[src/sv/msha1_pkg.sv]
// ----------------------------------------------------------------------------
// msha1_pkg
// Shared types and constants of the modified sha-1 hash unit.
// ----------------------------------------------------------------------------
package msha1_pkg;

    typedef logic [31:0] t_word;

    localparam int unsigned C_CMD_DEPTH = 4;
    localparam int unsigned C_RES_DEPTH = 2;
    localparam int unsigned C_COUNT_W   = 61;

    localparam t_word C_IV [5] = '{
        32'h32075416, 32'hF8DAE9BC, 32'h73541260, 32'h8ACB9DFE, 32'hFD0C2E1B
    };

    localparam t_word C_K_CH  = 32'h5D6AA4D4;
    localparam t_word C_K_PAR = 32'h16AE9DEB;
    localparam t_word C_K_MAJ = 32'h34032E48;
    localparam t_word C_K_XOR = 32'h5CD39E93;

    localparam logic [7:0] C_PAD_BYTE  = 8'h80;
    localparam logic [5:0] C_PAD_LIMIT = 6'd56;
    localparam logic [5:0] C_BLOCK_END = 6'd63;
    localparam logic [2:0] C_LAST_WORD = 3'd4;

    typedef struct packed {
        logic       has_byte;
        logic       is_end;
        logic [7:0] data;
    } t_cmd;

    typedef struct packed {
        t_word      word;
        logic [2:0] index;
        logic       last;
    } t_res;

endpackage

[src/sv/msha1_fifo.sv]
// ----------------------------------------------------------------------------
// msha1_fifo
// Small first-in first-out queue with full and empty flags.
// ----------------------------------------------------------------------------
module msha1_fifo #(
    parameter int unsigned P_WIDTH = 8,
    parameter int unsigned P_DEPTH = 2
) (
    input  logic               i_clk,
    input  logic               i_rst_n,
    input  logic               i_push,
    input  logic [P_WIDTH-1:0] i_data,
    output logic               o_full,
    input  logic               i_pop,
    output logic               o_empty,
    output logic [P_WIDTH-1:0] o_data
);

    localparam int unsigned LP_AW = (P_DEPTH > 1) ? $clog2(P_DEPTH) : 1;
    localparam int unsigned LP_CW = $clog2(P_DEPTH + 1);

    logic [P_WIDTH-1:0] r_mem [P_DEPTH];
    logic [LP_AW-1:0]   r_wr;
    logic [LP_AW-1:0]   r_rd;
    logic [LP_CW-1:0]   r_cnt;
    logic               push_ok;
    logic               pop_ok;

    assign o_full  = (r_cnt == LP_CW'(P_DEPTH));
    assign o_empty = (r_cnt == '0);
    assign o_data  = r_mem[r_rd];
    assign push_ok = i_push & ~o_full;
    assign pop_ok  = i_pop & ~o_empty;

    always_ff @(posedge i_clk) begin
        if (push_ok) begin
            r_mem[r_wr] <= i_data;
        end
    end

    always_ff @(posedge i_clk) begin
        if (!i_rst_n) begin
            r_wr  <= '0;
            r_rd  <= '0;
            r_cnt <= '0;
        end else begin
            if (push_ok) begin
                r_wr <= (r_wr == LP_AW'(P_DEPTH - 1)) ? '0 : r_wr + 1'b1;
            end
            if (pop_ok) begin
                r_rd <= (r_rd == LP_AW'(P_DEPTH - 1)) ? '0 : r_rd + 1'b1;
            end
            unique case ({push_ok, pop_ok})
                2'b10:   r_cnt <= r_cnt + 1'b1;
                2'b01:   r_cnt <= r_cnt - 1'b1;
                default: r_cnt <= r_cnt;
            endcase
        end
    end

endmodule

[src/sv/msha1_front.sv]
// ----------------------------------------------------------------------------
// msha1_front
// Takes requests, drops idle ones and queues byte and end commands.
// ----------------------------------------------------------------------------
module msha1_front #(
    parameter int unsigned P_DEPTH = 4
) (
    input  logic              i_clk,
    input  logic              i_rst_n,
    input  logic              i_push,
    input  logic [7:0]        i_data_byte,
    input  logic              i_byte_valid,
    input  logic              i_end_of_message,
    output logic              o_full,
    input  logic              i_cmd_pop,
    output logic              o_cmd_empty,
    output msha1_pkg::t_cmd   o_cmd
);

    import msha1_pkg::*;

    t_cmd cmd_in;
    logic cmd_push;

    assign cmd_in.has_byte = i_byte_valid;
    assign cmd_in.is_end   = i_end_of_message;
    assign cmd_in.data     = i_data_byte;

    // idle requests are taken but leave no trace
    assign cmd_push = i_push & (i_byte_valid | i_end_of_message);

    msha1_fifo #(
        .P_WIDTH ($bits(t_cmd)),
        .P_DEPTH (P_DEPTH)
    ) u_cmd_q (
        .i_clk   (i_clk),
        .i_rst_n (i_rst_n),
        .i_push  (cmd_push),
        .i_data  (cmd_in),
        .o_full  (o_full),
        .i_pop   (i_cmd_pop),
        .o_empty (o_cmd_empty),
        .o_data  (o_cmd)
    );

endmodule

[src/sv/msha1_back.sv]
// ----------------------------------------------------------------------------
// msha1_back
// Block gathering, padding, 80-round compression and digest output.
// ----------------------------------------------------------------------------
module msha1_back #(
    parameter int unsigned P_RES_DEPTH = 2
) (
    input  logic              i_clk,
    input  logic              i_rst_n,
    input  msha1_pkg::t_cmd   i_cmd,
    input  logic              i_cmd_empty,
    output logic              o_cmd_pop,
    output logic              o_res_empty,
    input  logic              i_res_pop,
    output msha1_pkg::t_word  o_digest_word,
    output logic [2:0]        o_word_index,
    output logic              o_final_word
);

    import msha1_pkg::*;

    localparam logic [2:0] ST_ACC = 3'd0;
    localparam logic [2:0] ST_PAD = 3'd1;
    localparam logic [2:0] ST_LEN = 3'd2;
    localparam logic [2:0] ST_RND = 3'd3;
    localparam logic [2:0] ST_FF  = 3'd4;
    localparam logic [2:0] ST_OUT = 3'd5;

    localparam logic [1:0] MODE_NORMAL = 2'd0;
    localparam logic [1:0] MODE_END    = 2'd1;
    localparam logic [1:0] MODE_PADMID = 2'd2;
    localparam logic [1:0] MODE_FINAL  = 2'd3;

    localparam logic [6:0] RND_PAR  = 7'd20;
    localparam logic [6:0] RND_MAJ  = 7'd40;
    localparam logic [6:0] RND_XOR  = 7'd61;
    localparam logic [6:0] RND_LAST = 7'd79;

    logic [2:0]           r_state;
    logic [1:0]           r_mode;
    logic [5:0]           r_pos;
    logic [C_COUNT_W-1:0] r_count;
    logic                 r_pad_first;
    logic [2:0]           r_len_k;
    logic [6:0]           r_rnd;
    logic [2:0]           r_word_k;
    t_word                r_chain [5];
    t_word                r_w [16];
    t_word                r_a, r_b, r_c, r_d, r_e;
    logic [7:0]           r_byte0;

    logic        shift_en;
    logic [7:0]  shift_byte;
    logic [63:0] bit_len;
    logic [7:0]  len_byte;
    t_word       f_val;
    t_word       t_val;
    t_word       w_new;
    t_word       w_sum;
    logic        res_push;
    logic        res_full;
    logic        res_ok;
    t_res        res_in;
    t_res        res_out;

    assign bit_len  = {r_count, 3'b000};
    assign len_byte = bit_len[{~r_len_k, 3'b000} +: 8];

    assign o_cmd_pop = (r_state == ST_ACC);

    always_comb begin
        shift_en   = 1'b0;
        shift_byte = i_cmd.data;
        unique case (r_state)
            ST_ACC: begin
                shift_en   = ~i_cmd_empty & i_cmd.has_byte;
                shift_byte = i_cmd.data;
            end
            ST_PAD: begin
                shift_en   = 1'b1;
                shift_byte = r_pad_first ? C_PAD_BYTE : 8'h00;
            end
            ST_LEN: begin
                shift_en   = 1'b1;
                shift_byte = len_byte;
            end
            default: begin
                shift_en   = 1'b0;
                shift_byte = i_cmd.data;
            end
        endcase
    end

    // round function
    always_comb begin
        priority if (r_rnd < RND_PAR) begin
            f_val = ((r_b & r_c) | (r_d & ~r_b)) - C_K_CH;
        end else if (r_rnd < RND_MAJ) begin
            f_val = (r_b ^ r_c ^ r_d) + C_K_PAR + {24'd0, r_byte0};
        end else if (r_rnd < RND_XOR) begin
            f_val = ((r_b & r_c) | (r_b & r_d) | (r_c & r_d)) - C_K_MAJ;
        end else begin
            f_val = (r_b ^ r_c ^ r_d) - C_K_XOR;
        end
    end

    assign t_val = f_val + {r_a[26:0], r_a[31:27]} + r_e + r_w[0];
    assign w_sum = r_w[13] ^ r_w[8] ^ r_w[2] ^ r_w[0];
    assign w_new = {w_sum[30:0], w_sum[31]};

    // message window and working variables
    always_ff @(posedge i_clk) begin
        if (shift_en) begin
            for (int j = 0; j < 15; j++) begin
                r_w[j] <= {r_w[j][23:0], r_w[j+1][31:24]};
            end
            r_w[15] <= {r_w[15][23:0], shift_byte};
        end else if (r_state == ST_RND) begin
            for (int j = 0; j < 15; j++) begin
                r_w[j] <= r_w[j+1];
            end
            r_w[15] <= w_new;
        end
        if (shift_en && r_pos == 6'd0) begin
            r_byte0 <= shift_byte;
        end
        if (r_state == ST_RND) begin
            r_a <= t_val;
            r_b <= r_a;
            r_c <= {r_b[1:0], r_b[31:2]};
            r_d <= r_c;
            r_e <= r_d;
        end else begin
            r_a <= r_chain[0];
            r_b <= r_chain[1];
            r_c <= r_chain[2];
            r_d <= r_chain[3];
            r_e <= r_chain[4];
        end
    end

    always_ff @(posedge i_clk) begin
        if (!i_rst_n) begin
            r_state     <= ST_ACC;
            r_mode      <= MODE_NORMAL;
            r_pos       <= '0;
            r_count     <= '0;
            r_pad_first <= 1'b0;
            r_len_k     <= '0;
            r_rnd       <= '0;
            r_word_k    <= '0;
            r_chain     <= C_IV;
        end else begin
            unique case (r_state)
                ST_ACC: begin
                    if (!i_cmd_empty) begin
                        if (i_cmd.has_byte) begin
                            r_pos   <= r_pos + 1'b1;
                            r_count <= r_count + 1'b1;
                        end
                        if (i_cmd.has_byte && r_pos == C_BLOCK_END) begin
                            r_state <= ST_RND;
                            r_rnd   <= '0;
                            r_mode  <= i_cmd.is_end ? MODE_END : MODE_NORMAL;
                        end else if (i_cmd.is_end) begin
                            r_state     <= ST_PAD;
                            r_pad_first <= 1'b1;
                        end
                    end
                end
                ST_PAD: begin
                    r_pad_first <= 1'b0;
                    r_pos       <= r_pos + 1'b1;
                    if (r_pos == C_BLOCK_END) begin
                        r_state <= ST_RND;
                        r_rnd   <= '0;
                        r_mode  <= MODE_PADMID;
                    end else if (r_pos == C_PAD_LIMIT - 6'd1) begin
                        r_state <= ST_LEN;
                        r_len_k <= '0;
                    end
                end
                ST_LEN: begin
                    r_pos   <= r_pos + 1'b1;
                    r_len_k <= r_len_k + 1'b1;
                    if (r_len_k == 3'd7) begin
                        r_state <= ST_RND;
                        r_rnd   <= '0;
                        r_mode  <= MODE_FINAL;
                    end
                end
                ST_RND: begin
                    r_rnd <= r_rnd + 1'b1;
                    if (r_rnd == RND_LAST) begin
                        r_state <= ST_FF;
                    end
                end
                ST_FF: begin
                    r_chain[0] <= r_chain[0] + r_a + 32'd1;
                    r_chain[1] <= r_chain[1] + r_b;
                    r_chain[2] <= r_chain[2] + r_c;
                    r_chain[3] <= r_chain[3] + r_d;
                    r_chain[4] <= r_chain[4] + r_e;
                    unique case (r_mode)
                        MODE_NORMAL: r_state <= ST_ACC;
                        MODE_END: begin
                            r_state     <= ST_PAD;
                            r_pad_first <= 1'b1;
                        end
                        MODE_PADMID: r_state <= ST_PAD;
                        MODE_FINAL: begin
                            r_state  <= ST_OUT;
                            r_word_k <= '0;
                        end
                        default: r_state <= ST_ACC;
                    endcase
                end
                ST_OUT: begin
                    if (res_ok) begin
                        r_word_k <= r_word_k + 1'b1;
                        if (r_word_k == C_LAST_WORD) begin
                            r_state <= ST_ACC;
                            r_chain <= C_IV;
                            r_count <= '0;
                            r_pos   <= '0;
                        end
                    end
                end
                default: r_state <= ST_ACC;
            endcase
        end
    end

    assign res_push     = (r_state == ST_OUT);
    assign res_ok       = res_push & ~res_full;
    assign res_in.word  = r_chain[r_word_k];
    assign res_in.index = r_word_k;
    assign res_in.last  = (r_word_k == C_LAST_WORD);

    msha1_fifo #(
        .P_WIDTH ($bits(t_res)),
        .P_DEPTH (P_RES_DEPTH)
    ) u_res_q (
        .i_clk   (i_clk),
        .i_rst_n (i_rst_n),
        .i_push  (res_push),
        .i_data  (res_in),
        .o_full  (res_full),
        .i_pop   (i_res_pop),
        .o_empty (o_res_empty),
        .o_data  (res_out)
    );

    assign o_digest_word = res_out.word;
    assign o_word_index  = res_out.index;
    assign o_final_word  = res_out.last;

    a_pos_tracks_count: assert property (@(posedge i_clk) disable iff (!i_rst_n)
        (r_state == ST_ACC) |-> (r_pos == r_count[5:0]))
        else $error("block position out of step with byte count");

    a_len_position: assert property (@(posedge i_clk) disable iff (!i_rst_n)
        (r_state == ST_LEN) |-> (r_pos[5:3] == 3'b111 && r_pos[2:0] == r_len_k))
        else $error("length bytes not at block tail");

    a_round_range: assert property (@(posedge i_clk) disable iff (!i_rst_n)
        (r_state == ST_RND) |-> (r_rnd <= RND_LAST))
        else $error("round counter past last round");

    a_reinit: assert property (@(posedge i_clk) disable iff (!i_rst_n)
        (res_ok && r_word_k == C_LAST_WORD) |=> (r_state == ST_ACC && r_count == '0))
        else $error("no re-initialization after last digest word");

endmodule

[src/sv/modified_sha1_hash_unit.sv]
// ----------------------------------------------------------------------------
// modified_sha1_hash_unit
// Hashes a byte stream with an altered sha-1 and returns five digest words.
// ----------------------------------------------------------------------------
// Requests enter a command queue at up to one per cycle while it is not full;
// idle requests are dropped there. The back end absorbs one message byte per
// cycle while gathering a block and runs each full 64-byte block through a
// single shared round unit and then a feed-forward step, taking no new bytes
// meanwhile. An end of message adds up to 72 padding and length bytes, one or
// two compressions, and five digest words pushed into a small result queue as
// it has room.
module modified_sha1_hash_unit #(
    parameter int unsigned P_CMD_DEPTH = msha1_pkg::C_CMD_DEPTH,
    parameter int unsigned P_RES_DEPTH = msha1_pkg::C_RES_DEPTH
) (
    input  logic        i_clk,
    input  logic        i_rst_n,
    input  logic        push,
    output logic        full,
    input  logic [7:0]  i_data_byte,
    input  logic        i_byte_valid,
    input  logic        i_end_of_message,
    output logic        empty,
    input  logic        pop,
    output logic [31:0] o_digest_word,
    output logic [2:0]  o_word_index,
    output logic        o_final_word
);

    import msha1_pkg::*;

    t_cmd cmd;
    logic cmd_empty;
    logic cmd_pop;

    msha1_front #(
        .P_DEPTH (P_CMD_DEPTH)
    ) u_front (
        .i_clk            (i_clk),
        .i_rst_n          (i_rst_n),
        .i_push           (push),
        .i_data_byte      (i_data_byte),
        .i_byte_valid     (i_byte_valid),
        .i_end_of_message (i_end_of_message),
        .o_full           (full),
        .i_cmd_pop        (cmd_pop),
        .o_cmd_empty      (cmd_empty),
        .o_cmd            (cmd)
    );

    msha1_back #(
        .P_RES_DEPTH (P_RES_DEPTH)
    ) u_back (
        .i_clk         (i_clk),
        .i_rst_n       (i_rst_n),
        .i_cmd         (cmd),
        .i_cmd_empty   (cmd_empty),
        .o_cmd_pop     (cmd_pop),
        .o_res_empty   (empty),
        .i_res_pop     (pop),
        .o_digest_word (o_digest_word),
        .o_word_index  (o_word_index),
        .o_final_word  (o_final_word)
    );

endmodule

[config.mk]
export PLATFORM = sky130hd
export DESIGN_NAME = modified_sha1_hash_unit
export DESIGN_NICKNAME = d
export VERILOG_FILES = /design/src/sv/msha1_pkg.sv /design/src/sv/msha1_fifo.sv /design/src/sv/msha1_front.sv /design/src/sv/msha1_back.sv /design/src/sv/modified_sha1_hash_unit.sv
export SDC_FILE = /design/constraint.sdc
export NUM_CORES = 2
export LEC_CHECK = 0
export BUFFER_PORTS_ARGS = -buffer_cell sky130_fd_sc_hd__buf_2
export CAP_MARGIN = 10
export CORE_MARGIN = 5
export CORE_UTILIZATION = 58
export CTS_CLUSTER_DIAMETER = 120
export DETAILED_ROUTE_END_ITERATION = 8
export PLACE_DENSITY = 0.77
export SLEW_MARGIN = 20
export SYNTH_ARGS = -nofsm -noshare
export SYNTH_HDL_FRONTEND = slang
export SYNTH_SLANG_ARGS = --single-unit
[constraint.sdc]
create_clock -name i_clk -period 14.2 [get_ports i_clk]
set_input_delay 2.13 -clock i_clk [delete_from_list [all_inputs] [get_ports i_clk]]
set_output_delay 2.13 -clock i_clk [all_outputs]
set_load 0.01 [all_outputs]
; Word level (Yosys, flattened, before mapping)
; Memory sizes are Yosys's and may differ from the RTL's. A register that Yosys moved wholly into a read port is not among the register bits.
; Index checks and enable logic that the tools add are counted.
[op_classes]
add_sub_neg = 27
magnitude_cmp = 4
n_eq_ne = 37
shifts = 1
mux = 95
bitwise = 42
reduce_logical = 27
[op_table]
columns = operator, n
row1 = $mux W32, 26
row2 = $mux W160, 2
row3 = $pmux W160 S2, 1
row4 = $add A32 B32 Y32, 8
row5 = $mux W61, 4
row6 = $xor A32 B32 Y32, 5
row7 = $and A32 B32 Y32, 4
row8 = $pmux W61 S2, 1
row9 = $bmux W32 S3, 1
row10 = $or A32 B32 Y32, 3
row11 = $shiftx A64 B7 Y8, 1
row12 = $sub A32 B31 Y32 const B, 2
row13 = $add A61 B1 Y61 const B, 1
row14 = $mux W3, 13
row15 = $add A32 B1 Y32 const B, 1
row16 = $add A32 B29 Y32 const B, 1
row17 = $add A32 B8 Y32, 1
row18 = $not A32 Y32, 1
row19 = $sub A32 B30 Y32 const B, 1
row20 = $mux W7, 4
row21 = $pmux W7 S4, 1
row22 = $reduce_and A5 Y1, 5
row23 = $mux W6, 4
row24 = $mux W1, 18
row25 = other kinds (46), 124
[totals]
register_bits = 425
ram_bits = 624
inputBits = 14
word_cells = 261
memories = 3
[memory_table]
columns = name, depth, word_bits, rd, rd_ports_with_merged_regs, write_ports, line_no
row1 = u_back.r_w, 16, 32, 16, 0, 16, msha1_back.sv:48  ; t_word r_w [16];
row2 = u_back.u_res_q.r_mem, 2, 36, 1, 1, 1, msha1_fifo.sv:22  ; logic [P_WIDTH-1:0] r_mem [P_DEPTH];
row3 = u_front.u_cmd_q.r_mem, 4, 10, 1, 1, 1, msha1_fifo.sv:22

; Depth between registers and ports, before layout
[depth]
depth_word = 11
mapped_depth = 32
ltp_nobuf = 32

; Hierarchy
; From an unflattened synthesis, not the netlist that was laid out.
[unflattened]
hier_cells = 5264
hier_area_um2 = 58566.2
[modules_own_cells]
columns = mod, n_inst, cells_each, area_per_inst_um2
row1 = msha1_back, 1, 5017, 53801.6
row2 = msha1_fifo (u_back.u_res_q), 1, 138, 2824.0
row3 = msha1_fifo (u_front.u_cmd_q), 1, 108, 1933.1
row4 = msha1_front, 1, 1, 7.5

; Worst setup path before layout
; No wires, ideal clock.
[synth_path]
path_type = reg2reg
from = reg with a tool-made name
to = mem u_back.r_w[0][0] (netlist name) (enable)
setup_time_ns = 3.637
t_arrival_ns = 10.282
path_slack_ns = 0.281
stages_incl_launch_ff = 7
n_path_buf = 3
synth_period_minus_slack_ns = 13.919
cell_sequence = dfxtp_1 buf_6 mux4_2 a21oi_1 clkbuf_1 clkbuf_1 nand2_1
[synth_lines]
columns = element, line_no
row1 = to (decl), msha1_back.sv:48

; Worst setup path after layout
[layout_path]
from = reg u_back.r_d[0]
to = reg u_back.r_a[29]
[layout_between]
elab_chain_cells = 11
[layout_lines]
columns = element, line_no
row1 = from (decl), msha1_back.sv:49  ; t_word r_a, r_b, r_c, r_d, r_e;
row2 = from (signal assigned), msha1_back.sv:131  ; r_d <= r_c;
row3 = from (signal assigned), msha1_back.sv:137  ; r_d <= r_chain[3];
row4 = branches (longest 6 deep; another with $add A32 B29 Y32), --
row5 = $mux W32 (*), msha1_back.sv:96  ; priority if (r_rnd < RND_PAR) begin
row6 = $add A32 B32 Y32 (*) (3 in a row), msha1_back.sv:107  ; assign t_val = f_val + {r_a[26:0], r_a[31:27]} + r_e + r_w[0];
row7 = $mux W32 (*), msha1_back.sv:127  ; if (r_state == ST_RND) begin
row8 = to (signal assigned), msha1_back.sv:128  ; r_a <= t_val;
row9 = to (signal assigned), msha1_back.sv:134  ; r_a <= r_chain[0];
row10 = to (decl), msha1_back.sv:49
; Every way passes the cells marked *.
; A chain may end at the register's enable or synchronous reset.

==> results.yml <==
status:
  status: "complete, no violations"
timing:
  rsz0062_at_grt: "no"
  drv_slew: 0
  setup_viol: 0
  setup_tns_ps: 0
  timing.fmax_ghz: 0.135
  slew_headroom: 0.256
  finalCriticalPeriod_ps: 7420
  finalHoldViolations: 0
  post-route-period-util: 0.522
  clock_skew_ps: 46.3
  worstMarginPinSlew_ps: 1120
route:
  viasPerCell: 6.04
  drtIter0Drc: 3927
  ant_nets: 0
  via_count: 42445
  routed_wirelength_um: 148000
  route.detailed.drc: 0
  dr.pass1.iters: 6
  wl_per_cell_um: 21.1
die:
  num_rows: 116
  die-area_mm2: 0.108
  fp.dieW_um: 329
  core_region_area_mm2: 0.100
  dieHeight_um: 329
  io_pins: 52
  start_util: 0.586
global_route:
  grt_max_degree: 204
  antenna_found_initial: 0
  grt_pass1_vias: 41047
  track_usage: 0.269
  grt_pass1_wl_um: 230000
  grt-ovfl-total: 0
critical_path:
  timing.rr.end: "u_back.r_a[29]$_DFF_P_"
  startpoint_type: "register"
  worstSetupPathType: "reg2reg"
  worstPathMaxFanout: 5
  cp-end-kind: "register"
  reg2reg_slack_ps: 6780
  cp-endpoint: "u_back.r_a[29]$_DFF_P_"
  critical_path_required_ps: 14780
  critical-path-slowest-cell: "fa_1"
  critPathArrivalTime_ps: 8000
  reg2regPathDepth: 30
  startpoint: "u_back.r_d[0]$_DFF_P_"
  slowest_delay_ps: 640
  worstReg2RegStart: "u_back.r_d[0]$_DFF_P_"
synth:
  ys.warnings.count: 0
  yosys.cell_types.count: 95
  synth_ff_type: "edfxtp_1"
  async_reset_ff_frac: 0
  synth_edf_count: 632
  ys_seq_elements: 1052
  synthCells: 5593
  synth_fp_nets: 5954
  postSynthAreaPerCell_um2: 10.5
  yosysTopAreaCell: "edfxtp_1"
  yosys.area.top_type_share: 0.322
  synthTopCellsByArea: "edfxtp_1 32%, dfxtp_1 14%, mux2_2 8.6%"
  syn_area_mm2: 0.0588
  synth_seq_area_share: 0.465
layout:
  nets: 5932
  syn_to_final_growth_pct: 8.96
  drive_above_1_share: 0.147
  post-route-util: 0.638
  num_antenna_cells: 0
clocking:
  cts_max_level: 3
  worst_skew_pair.late_latency_ps: 720
  cts.sinks: 1052
  clock_path_buffers: 3
  root_buffer: "clkbuf_16"
  cts_buffers: 109
  cts_tree: "built"
  path_clk_slew_ps: 60
  postCtsSetupBuffers: 0
  cts_resized: 0
  cts_hold_buf: 0
place:
  hpwl_um: 105000
  gp_congestion: 1.00
  portBuffers: 51
power_and_ir_drop:
  p_per_area_mw_per_mm2: 237
  leakage_nw: 25.5
  irDropWorstVdd_v: 0.000287
worst_hold_path:
  hold_path_class: "reg2reg"
run:
  drv_cap: 0
==> area by class of cell <==
class,instances,area (µm²)
sequential,1052,27400
clock inverter,68,691
timing repair buffer,88,564
clock buffer,139,3060
multi-input combinational,3977,29400
tap,1357,1700
inverter,343,1290
fill,7834,36300
==> per-layer routing <==
layer,track usage,vias to the layer above,part of all wire
met5,0,-,0
met4,0.113,0,0.048
met3,0.0445,398,0.076
met2,0.430,1631,0.46
met1,0.367,20608,0.42
li1,-,19808,-
==> worst min path at each step <==
stage                                                start                               to  slack (ps)  depth (start not counted)
after floorplan            u_back.r_chain[95]$_SDFFE_PN0P_           u_back.r_c[31]$_DFF_P_         440                          2
after global placement        u_back.r_rnd[1]$_SDFFE_PN0P_     u_back.r_rnd[1]$_SDFFE_PN0P_         470                          2
after detailed placement  u_back.r_chain[127]$_SDFFE_PN1P_           u_back.r_b[31]$_DFF_P_         480                          2
after CTS                     u_back.r_rnd[1]$_SDFFE_PN0P_     u_back.r_rnd[1]$_SDFFE_PN0P_         500                          2
after global routing       u_back.r_count[12]$_SDFFE_PN0P_  u_back.r_count[12]$_SDFFE_PN0P_         520                          2
final                         u_back.r_rnd[1]$_SDFFE_PN0P_     u_back.r_rnd[1]$_SDFFE_PN0P_         500                          2
==> logic make-up after synthesis <==
kind of cell / share of synthesized area
flip-flops: 0.465
AO/OA/AOI/OAI: 0.114
XOR/XNOR: 0.0609
multiplexers: 0.116
AND/OR/NAND/NOR: 0.121
buffers and inverters: 0.0363
adder cells (fa/ha/maj): 0.0867
==> placed cells by master, fill, tap and decap left out, types with 41 or more instances in the layout <==
master and count:
edfxtp_1 632, inv_1 343, nor3_1 41, buf_2 50
nand2_1 837, a22oi_1 44, nor2b_1 96, nand2b_1 44
fa_1 101, nand3_1 81, o21ai_0 294, dfxtp_1 416
mux2i_1 51, xnor2_1 268, clkbuf_16 112, o22ai_1 68
mux4_2 50, ha_1 246, nor2_1 272, xor2_1 141
a21o_1 93, a21oi_1 292, mux2_2 449
==> metrics by stage <==
step	hold slack [ps]	cells	cell area, µm²	power [W]	worst slack, ps
2_1_floorplan	441	5593	58800	0.0105	281
5_1_grt	523	7024	64100	0.0162	6380
3_5_place_dp	479	6817	60400	0.0121	6960
3_3_place_gp	474	6817	60400	0.0119	7100
4_1_cts	497	7024	64100	0.0152	6890
6_report	495	7024	64100	0.0152	6780
==> where the power goes <==
group	total [W]	leakage (nW)	switching [W]	internal, W
sequential	0.00558	9.43	0.000728	0.00485
clock	0.00297	1.85	0.00127	0.00170
combinational	0.00663	14.3	0.00396	0.00267
total	0.0152	25.5	0.00596	0.00922
==> registers in the layout (all words and copies together) (netlist names), 6 cells and up, named ones only <==
register / count
u_back.r_d: 32
u_back.r_a: 32
u_back.r_w: 512
u_back.r_b: 32
u_back.r_chain: 160
u_back.r_c: 32
u_back.r_rnd: 7
u_back.r_pos: 6
u_back.r_count: 61
u_front.u_cmd_q.r_mem: 40
u_back.r_byte0: 8
u_back.u_res_q.r_mem: 72
u_back.r_e: 32
==> critical path: cells and delay by family (launching register included) <==
family	cells	cell delay (ps)
flops	1	360
compound gates	13	2780
simple gates	5	1010
xor+xnor	1	90
buf+inv	4	220
fa+ha+maj	7	2830
==> cells in the mapped netlist, types with 40 or more instances <==
library cell / count
xor2_1: 141
nor2_1: 274
clkbuf_1: 201
nand2b_1: 45
fa_1: 101
a21oi_1: 294
mux4_2: 50
nor2b_1: 96
inv_1: 343
edfxtp_1: 632
dfxtp_1: 420
and3_1: 40
mux2i_1: 51
a22oi_1: 44
o21ai_0: 295
nor3_1: 41
nand3_1: 82
xnor2_1: 268
nand2_1: 840
mux2_2: 449
o22ai_1: 68
ha_1: 246
a21o_1: 94
Power figures use the tool's default switching activity.
